==> src/rtl/sida_pkg.sv <==
// Shared types and constants for the signed integer to decimal ASCII unit.
package sida_pkg;

  localparam logic [5:0] CHAR_MINUS = 6'd45;
  localparam logic [5:0] CHAR_ZERO  = 6'd48;

  typedef logic [2:0] step_t;

  localparam step_t STEP_IDLE   = 3'd0;
  localparam step_t STEP_DABBLE = 3'd1;
  localparam step_t STEP_SIGN   = 3'd2;
  localparam step_t STEP_SKIP   = 3'd3;
  localparam step_t STEP_EMIT   = 3'd4;

  typedef enum logic [2:0] {
    OP_LOAD,
    OP_DABBLE,
    OP_SIGN,
    OP_SKIP,
    OP_EMIT
  } op_t;

  typedef enum logic [1:0] {
    C_ALWAYS,
    C_START,
    C_CNT_NZ,
    C_LEAD_ZERO
  } cond_t;

  typedef struct packed {
    op_t   op;
    cond_t cond;
    step_t jt;
    step_t jf;
  } ctrl_t;

endpackage

==> src/rtl/sida_ucode.sv <==
// Microcode ROM: one control word per sequencer step.
module sida_ucode (
  input  sida_pkg::step_t step,
  output sida_pkg::ctrl_t ctrl
);

  always_comb begin
    unique case (step)
      sida_pkg::STEP_IDLE: begin
        ctrl = '{sida_pkg::OP_LOAD, sida_pkg::C_START,
                 sida_pkg::STEP_DABBLE, sida_pkg::STEP_IDLE};
      end
      sida_pkg::STEP_DABBLE: begin
        ctrl = '{sida_pkg::OP_DABBLE, sida_pkg::C_CNT_NZ,
                 sida_pkg::STEP_DABBLE, sida_pkg::STEP_SIGN};
      end
      sida_pkg::STEP_SIGN: begin
        ctrl = '{sida_pkg::OP_SIGN, sida_pkg::C_ALWAYS,
                 sida_pkg::STEP_SKIP, sida_pkg::STEP_SKIP};
      end
      sida_pkg::STEP_SKIP: begin
        ctrl = '{sida_pkg::OP_SKIP, sida_pkg::C_LEAD_ZERO,
                 sida_pkg::STEP_SKIP, sida_pkg::STEP_EMIT};
      end
      sida_pkg::STEP_EMIT: begin
        ctrl = '{sida_pkg::OP_EMIT, sida_pkg::C_CNT_NZ,
                 sida_pkg::STEP_EMIT, sida_pkg::STEP_IDLE};
      end
      default: begin
        ctrl = '{sida_pkg::OP_LOAD, sida_pkg::C_ALWAYS,
                 sida_pkg::STEP_IDLE, sida_pkg::STEP_IDLE};
      end
    endcase
  end

endmodule

==> src/rtl/signed_int_to_decimal_ascii_unit.sv <==
// Top level: signed integer to decimal ASCII text, microcoded sequencer.
//
//  channel | ports                              | handshake
//  --------+------------------------------------+---------------------------
//  input   | in_value                           | start high, busy low
//  result  | out_character, out_last            | out_valid strobe, 1 cycle
//
// One word takes the same time whatever its value, made up of the accept cycle, one
// double dabble step per magnitude bit, the sign step, one skip step per leading
// zero digit plus one, and one emit step per digit.
// Synchronous active-low reset returns the sequencer to idle with no strobe.
// The receiver cannot stall; digits leave at one per cycle, the last one in the
// cycle in which the next word can be accepted.
module signed_int_to_decimal_ascii_unit #(
  parameter int VALUE_WIDTH = 32
) (
  input  logic                   clk,
  input  logic                   rst_n,
  input  logic                   start,
  output logic                   busy,
  input  logic [VALUE_WIDTH-1:0] in_value,
  output logic                   out_valid,
  output logic [5:0]             out_character,
  output logic                   out_last
);

  localparam int ND    = (VALUE_WIDTH * 3) / 10 + 1;
  localparam int BCD_W = 4 * ND;
  localparam int CW    = $clog2(VALUE_WIDTH);

  sida_pkg::step_t pc_r, pc_nxt;
  sida_pkg::ctrl_t ctrl;

  logic                   neg_r, neg_nxt;
  logic [VALUE_WIDTH-1:0] mag_r, mag_nxt;
  logic [BCD_W-1:0]       bcd_r, bcd_nxt;
  logic [BCD_W-1:0]       bcd_adj;
  logic [CW-1:0]          cnt_r, cnt_nxt;
  logic                   out_valid_r, out_valid_nxt;
  logic [5:0]             out_character_r, out_character_nxt;
  logic                   out_last_r, out_last_nxt;
  logic                   cnt_nz;
  logic                   lead_zero;
  logic                   take;

  sida_ucode u_ucode (
    .step (pc_r),
    .ctrl (ctrl)
  );

  assign busy      = (pc_r != sida_pkg::STEP_IDLE);
  assign cnt_nz    = (cnt_r != '0);
  assign lead_zero = (bcd_r[BCD_W-1 -: 4] == 4'd0) && cnt_nz;

  // add 3 to every digit of 5 or more before each shift
  always_comb begin
    for (int i = 0; i < ND; i++) begin
      bcd_adj[4*i +: 4] = (bcd_r[4*i +: 4] >= 4'd5) ? bcd_r[4*i +: 4] + 4'd3
                                                       : bcd_r[4*i +: 4];
    end
  end

  always_comb begin
    neg_nxt           = neg_r;
    mag_nxt           = mag_r;
    bcd_nxt           = bcd_r;
    cnt_nxt           = cnt_r;
    out_valid_nxt     = 1'b0;
    out_character_nxt = out_character_r;
    out_last_nxt      = out_last_r;
    unique case (ctrl.op)
      sida_pkg::OP_LOAD: begin
        if (start) begin
          neg_nxt = in_value[VALUE_WIDTH-1];
          mag_nxt = in_value[VALUE_WIDTH-1] ? (~in_value + 1'b1) : in_value;
          bcd_nxt = '0;
          cnt_nxt = CW'(VALUE_WIDTH - 1);
        end
      end
      sida_pkg::OP_DABBLE: begin
        {bcd_nxt, mag_nxt} = {bcd_adj[BCD_W-2:0], mag_r, 1'b0};
        cnt_nxt            = cnt_r - 1'b1;
      end
      sida_pkg::OP_SIGN: begin
        out_valid_nxt     = neg_r;
        out_character_nxt = sida_pkg::CHAR_MINUS;
        out_last_nxt      = 1'b0;
        cnt_nxt           = CW'(ND - 1);
      end
      sida_pkg::OP_SKIP: begin
        if (lead_zero) begin
          bcd_nxt = {bcd_r[BCD_W-5:0], 4'd0};
          cnt_nxt = cnt_r - 1'b1;
        end
      end
      sida_pkg::OP_EMIT: begin
        out_valid_nxt     = 1'b1;
        out_character_nxt = sida_pkg::CHAR_ZERO + {2'b00, bcd_r[BCD_W-1 -: 4]};
        out_last_nxt      = !cnt_nz;
        bcd_nxt           = {bcd_r[BCD_W-5:0], 4'd0};
        cnt_nxt           = cnt_r - 1'b1;
      end
      default: begin
      end
    endcase
  end

  always_comb begin
    unique case (ctrl.cond)
      sida_pkg::C_ALWAYS:    take = 1'b1;
      sida_pkg::C_START:     take = start;
      sida_pkg::C_CNT_NZ:    take = cnt_nz;
      sida_pkg::C_LEAD_ZERO: take = lead_zero;
      default:               take = 1'b0;
    endcase
    pc_nxt = take ? ctrl.jt : ctrl.jf;
  end

  always_ff @(posedge clk) begin
    if (!rst_n) begin
      pc_r        <= sida_pkg::STEP_IDLE;
      out_valid_r <= 1'b0;
    end else begin
      pc_r        <= pc_nxt;
      out_valid_r <= out_valid_nxt;
    end
  end

  always_ff @(posedge clk) begin
    neg_r           <= neg_nxt;
    mag_r           <= mag_nxt;
    bcd_r           <= bcd_nxt;
    cnt_r           <= cnt_nxt;
    out_character_r <= out_character_nxt;
    out_last_r      <= out_last_nxt;
  end

  assign out_valid     = out_valid_r;
  assign out_character = out_character_r;
  assign out_last      = out_last_r;

`ifndef NO_ASSERTIONS
  a_accept_busy: assert property (@(posedge clk) disable iff (!rst_n)
    start && !busy |=> busy)
    else $error("accepted word did not raise busy");

  a_strobe_source: assert property (@(posedge clk) disable iff (!rst_n)
    out_valid |-> $past(pc_r) == sida_pkg::STEP_SIGN || $past(pc_r) == sida_pkg::STEP_EMIT)
    else $error("strobe outside sign or emit step");

  a_last_ends_run: assert property (@(posedge clk) disable iff (!rst_n)
    out_valid && out_last |-> !busy ##1 !out_valid)
    else $error("characters continue after last");

  a_sign_not_last: assert property (@(posedge clk) disable iff (!rst_n)
    out_valid && out_character == sida_pkg::CHAR_MINUS |-> !out_last)
    else $error("minus sign flagged as last");
`endif

endmodule
==> config.mk <==
export PLATFORM = sky130hd
export DESIGN_NAME = signed_int_to_decimal_ascii_unit
export DESIGN_NICKNAME = d
export VERILOG_FILES = /design/src/rtl/sida_pkg.sv /design/src/rtl/sida_ucode.sv /design/src/rtl/signed_int_to_decimal_ascii_unit.sv
export SDC_FILE = /design/constraint.sdc
export NUM_CORES = 1
export LEC_CHECK = 0
export BUFFER_PORTS_ARGS = -buffer_cell sky130_fd_sc_hd__buf_4
export CAP_MARGIN = 0
export CORE_MARGIN = 3
export CORE_UTILIZATION = 35
export DETAILED_ROUTE_END_ITERATION = 16
export RECOVER_POWER = 25
export SLEW_MARGIN = 40
export SYNTH_ARGS = -nofsm -noshare
export SYNTH_HDL_FRONTEND = slang
export SYNTH_SLANG_ARGS = --single-unit
==> constraint.sdc <==
create_clock -name clk -period 3.3 [get_ports clk]
set_clock_uncertainty 0.2 [all_clocks]
set_input_delay 0.66 -clock clk [delete_from_list [all_inputs] [get_ports clk]]
set_output_delay 0.66 -clock clk [all_outputs]
set_load 0.01 [all_outputs]
* Word level (Yosys, flattened, before mapping)
Index checks and enable logic that the tools add are counted.
Word-level totals: register bits after elaboration 89, input port bits 35, word-level logic and storage cells 87
Operators by class: add/sub/neg operators 13, order comparisons 10, equality and inequality tests 13, multiplexer cells 25, bitwise gates (word level) 1, reduce and logical (&&, ||, !) cells 17
Operators by type and width (count):
- one-hot mux 40 bit (4 select lines) | 1
- two-way mux 40 bit | 2
- two-way mux 32 bit | 2
- one-hot mux 32 bit (2 select lines) | 1
- one-hot mux 11 bit (5 select lines) | 1
- >= comparator 4 x 3 -> 1 bit (second input constant) | 10
- adder 4 x 2 -> 4 bit (second input constant) | 9
- two-way mux 4 bit | 9
- adder 32 x 1 -> 32 bit (second input constant) | 1
- inverter 32 bit | 1
- one-hot mux 5 bit (4 select lines) | 1
- equality test 3 x 2 -> 1 bit (second input constant) | 4
- one-hot mux 6 bit (2 select lines) | 1
- two-way mux 5 bit | 2
- nonzero test 4 bit | 2
- adder 5 x 5 -> 6 bit (first input constant) | 1
- equality test 3 x 1 -> 1 bit (second input constant) | 2
- equality test 3 bit (second input constant) | 2
- zero test 3 bit | 2
- two-way mux 3 bit | 2
- AND reduction 3 bit | 2
- nonzero test 5 bit | 1
- subtractor 5 x 1 -> 5 bit (second input constant) | 1
- equality test 2 bit (second input constant) | 2
- 13 further kinds | 17

* Logic depth before layout (Yosys ltp)
word-level depth 6, mapped depth 9, depth with buffers taken out 7

* By module
Synthesis repeated with hierarchy kept, for this count alone.
Unflattened totals: cell total of the unflattened synthesis 561, area, all modules 5471.5 um2
By module, submodules not included:
- signed_int_to_decimal_ascii_unit | times used 1, cells each 549, area each 5390.2 um2, seq. area each 2602.5 um2
- sida_ucode | times used 1, cells each 12, area each 81.3 um2, seq. area each 0.0 um2

* Least setup slack after synthesis
OpenSTA, ideal clock, no wires.
path type register -> register, from register cnt_r[0], to register bcd_r[0] (enable), setup time 442 ps, arrival time 2012 ps, data required time 2658 ps, slack 646 ps, cell stages (with the launch flop) 7, path buffers 0, period minus slack after synthesis 2654 ps, cell sequence edfxtp_1 > inv_1 > ha_1 > nor4b_1 > nand3b_1 > nand2_1 > a221o_1
On the way: longest elaborated chain between the ends 4
Ends and longest elaborated chain:
- start: declaration | RTL line signed_int_to_decimal_ascii_unit.sv:38 | logic [CW-1:0] cnt_r, cnt_nxt;
- start signal: assignment | RTL line signed_int_to_decimal_ascii_unit.sv:133 | cnt_r <= cnt_nxt;
- nonzero test 5 bit | RTL line signed_int_to_decimal_ascii_unit.sv:52 | assign cnt_nz = (cnt_r != '0);
- logical AND 1 bit | RTL line signed_int_to_decimal_ascii_unit.sv:53 | assign lead_zero = (bcd_r[BCD_W-1 -: 4] == 4'd0) && cnt_nz;
- inequality test 2 bit (no line)
- AND reduction 3 bit (no line)
- end signal: assignment | RTL line signed_int_to_decimal_ascii_unit.sv:132 | bcd_r <= bcd_nxt;
- end: declaration | RTL line signed_int_to_decimal_ascii_unit.sv:36 | logic [BCD_W-1:0] bcd_r, bcd_nxt;
No other way between the ends. A chain may end at the register's enable or synchronous reset.

* Worst setup path after layout
from input in_value[31], to register mag_r[13], data pin
On the way: longest elaborated chain between the ends 3
Ends and longest elaborated chain:
- start: declaration | RTL line signed_int_to_decimal_ascii_unit.sv:21 | input logic [VALUE_WIDTH-1:0] in_value,
- two-way mux 32 bit | RTL line signed_int_to_decimal_ascii_unit.sv:75 | mag_nxt = in_value[VALUE_WIDTH-1] ? (~in_value + 1'b1) : in_value;
- two-way mux 32 bit | RTL line signed_int_to_decimal_ascii_unit.sv:73 | if (start) begin
- one-hot mux 32 bit (2 select lines) | RTL line signed_int_to_decimal_ascii_unit.sv:71 | unique case (ctrl.op)
- via mag_nxt[13] | RTL line signed_int_to_decimal_ascii_unit.sv:35 | logic [VALUE_WIDTH-1:0] mag_r, mag_nxt;
- end signal: assignment | RTL line signed_int_to_decimal_ascii_unit.sv:131 | mag_r <= mag_nxt;
- end: declaration | RTL line signed_int_to_decimal_ascii_unit.sv:35
The timed path passes the listed nets, and every way through them passes these cells. The select of a mux whose other input is x is not followed.

==> impl_metrics.env <==
export IMPL_dieArea_um2=17000
export IMPL_syn_nets=609
export IMPL_firstDrtPassIters=4
export IMPL_final_cells=772
export IMPL_worst_pin_slew_ns=1.50
export IMPL_placementRows=44
export IMPL_rsz0062_at_grt="false"
export IMPL_finalHoldViolations=0
export IMPL_crit_type="in -> reg"
export IMPL_start_kind="primary input"
export IMPL_cts_sink_count=88
export IMPL_end_kind="flip-flop"
export IMPL_dp_slack_ns=0.433
export IMPL_drtIter0Drc=264
export IMPL_antenna_found_initial=0
export IMPL_setup_viol=0
export IMPL_grt_first_pass_wirelength_mm=18.7
export IMPL_synth_distinct_cells=52
export IMPL_crit_arrival_ns=2.40
export IMPL_cts_resized=0
export IMPL_die_h_um=130
export IMPL_cp_required_ns=3.16
export IMPL_port_buffers=42
export IMPL_leakage_nw=2.22
export IMPL_mostFrequentLayoutCell="edfxtp_1"
export IMPL_synth_edf_count=84
export IMPL_peakVddDrop_mv=0.283
export IMPL_hold_class="reg -> reg"
export IMPL_relSlewSlack_pct=0.322
export IMPL_syn_area_per_cell_um2=9.84
export IMPL_io_pins=44
export IMPL_cts_tree="yes"
export IMPL_hold_end="bcd_r[0]$_DFFE_PP_"
export IMPL_holdWs_ns=0.323
export IMPL_ys_seq_area_share_pct=48.1
export IMPL_rr_startpoint="pc_r[1]$_SDFF_PN0_"
export IMPL_ys_flop_type="edfxtp_1"
export IMPL_grt_total_usage_pct=13.6
export IMPL_yosysWarnings=0
export IMPL_power_density_nw_per_um2=488
export IMPL_finalCritPeriodShare_pct=76.8
export IMPL_r2r_setup_slack_ns=0.79
export IMPL_placed_cell_area_um2=5910
export IMPL_hpwl_mm=7.56
export IMPL_grt_pass1_vias=4022
export IMPL_reg2reg_depth=3
export IMPL_clk_pin_slew_ns=0.06
export IMPL_overflow=0
export IMPL_syn_to_final_growth_pct=14.1
export IMPL_clk_latency_ns=0.34
export IMPL_power_mw=3.01
export IMPL_drt_vias_per_instance=5.23
export IMPL_max_freq_ghz=0.394
export IMPL_tns_ns=0
export IMPL_finalMaxSlewViolations=0
export IMPL_ys_ff_latch=88
export IMPL_violations="max-capacitance violations"
export IMPL_stdcell_area_um2=6180
export IMPL_cts_hold_buf=0
export IMPL_numPlacedInstances=756
export IMPL_cp_max_fo=33
export IMPL_hold_depth=1
export IMPL_root_buffer="clkbuf_16"
export IMPL_cap_violations=1
export IMPL_gp_congestion=0.882
export IMPL_post_cts_buffers=0
export IMPL_num_vias=4036
export IMPL_clk_path_buf_depth=2
export IMPL_routed_wl_mm=10.8
export IMPL_post_route_util_pct=41.7
export IMPL_synthesis_area_um2=5410
export IMPL_run_status="finished with violations"
export IMPL_route_detailed_drc=0
export IMPL_diodes=0
export IMPL_async_reset_ff_share_pct=0
export IMPL_final_cell_mix="edfxtp_1 (84), nand2_1 (67), o21ai_0 (65)"
export IMPL_synth_cells=550
export IMPL_r2r_end="mag_r[12]$_DFFE_PP_"
export IMPL_avgRoutedWirePerCell_um=14.0
export IMPL_min_from="mag_r[31]$_DFFE_PP_"
export IMPL_h_tree_depth=3
export IMPL_layout_drive_gt1_share_pct=11.1
export IMPL_finalCriticalPeriod_ns=2.54
export IMPL_die_width_um=130
export IMPL_core_um2=14800
export IMPL_numCtsBuffers=9
export IMPL_fin_ws_ns=0.765
export IMPL_final_nets=642
export IMPL_ant_nets=0
export IMPL_start_util_pct=36.5
export IMPL_grt_max_degree=48
==> worst max-delay path, stage by stage <==
cell and delay (ns):
clkbuf_1 1.05, o21ai_0 0.29, xor2_1 0.27, o21ai_0 0.10
==> metal layers <==
metal  up-vias  wire length (um)  global-route usage, %
met5         -                 0                      0
met1      1903              5190                   18.0
met2        62              5040                   22.1
met3         9               457                   3.85
met4         0                93                   3.63
li1       2062                 -                      -
==> worst max path at each step <==
stage	startpoint	end
detailed placement	in_value[0]	mag_r[20]$_DFFE_PP_
global route	in_value[31]	mag_r[15]$_DFFE_PP_
global placement	in_value[0]	mag_r[20]$_DFFE_PP_
finish	in_value[31]	mag_r[13]$_DFFE_PP_
CTS	cnt_r[0]$_DFFE_PP_	bcd_r[25]$_DFFE_PP_
floorplan	cnt_r[0]$_DFFE_PP_	bcd_r[0]$_DFFE_PP_
==> final cells by class <==
cell class / instances / area, um2
Timing Repair Buffer: 50 / 339
Clock inverter: 7 / 86.3
Tap cell: 184 / 230
Clock buffer: 9 / 225
Fill cell: 1438 / 8630
Multi-Input combinational cell: 406 / 2590
Sequential cell: 88 / 2600
Inverter: 28 / 105
==> synth_stat cells (4+ instances only) <==
library cell  number  area, um2
clkbuf_1          17       63.8
ha_1              24        300
nor4_1             4       25.0
nand2b_1          13       81.3
a21oi_1           47        235
edfxtp_1          84       2520
or3_1              5       31.3
nor2b_1            7       43.8
nor3_1             8       40.0
buf_2              7       35.0
a22o_1            10       87.6
nand2_1           67        251
dfxtp_1            4       80.1
or4_1              5       37.5
o31ai_1           15        113
xnor2_1           17        149
nor3b_1           17        128
o41ai_1            5       43.8
o21ai_1            4       20.0
nor2_1            30        113
o21ai_0           65        325
xor2_1            27        236
inv_1             28        105
==> cells by family (layout without fill, tap and decap cells) <==
logic type               count (synthesis)  count (layout)  synth area share [%]
adder cells (fa/ha/maj)                 24              24                  5.55
buffers and inverters                   56              94                  4.11
flip-flops                              88              88                  48.1
multiplexers                             2               2                 0.393
AND/OR/NAND/NOR                        174             174                  16.6
AO/OA/AOI/OAI                          161             161                  18.1
other                                    1               1                0.0693
XOR/XNOR                                44              44                  7.12
==> report_power, final <==
group	switching, mW	total, mW	internal, mW
Combinational	0.275	0.481	0.206
Sequential	0.0813	1.45	1.37
Clock	0.424	1.08	0.657
Total	0.780	3.01	2.23
==> state kept, by name, indices dropped and copies added (netlist names) <==
| name | flops |
|---|---|
| bcd_r | 40 |
| out_character | 5 |
| out_last | 1 |
| out_valid | 1 |
| cnt_r | 5 |
| neg_r | 1 |
| pc_r | 3 |
| mag_r | 32 |
Power figures use the tool's default switching activity.
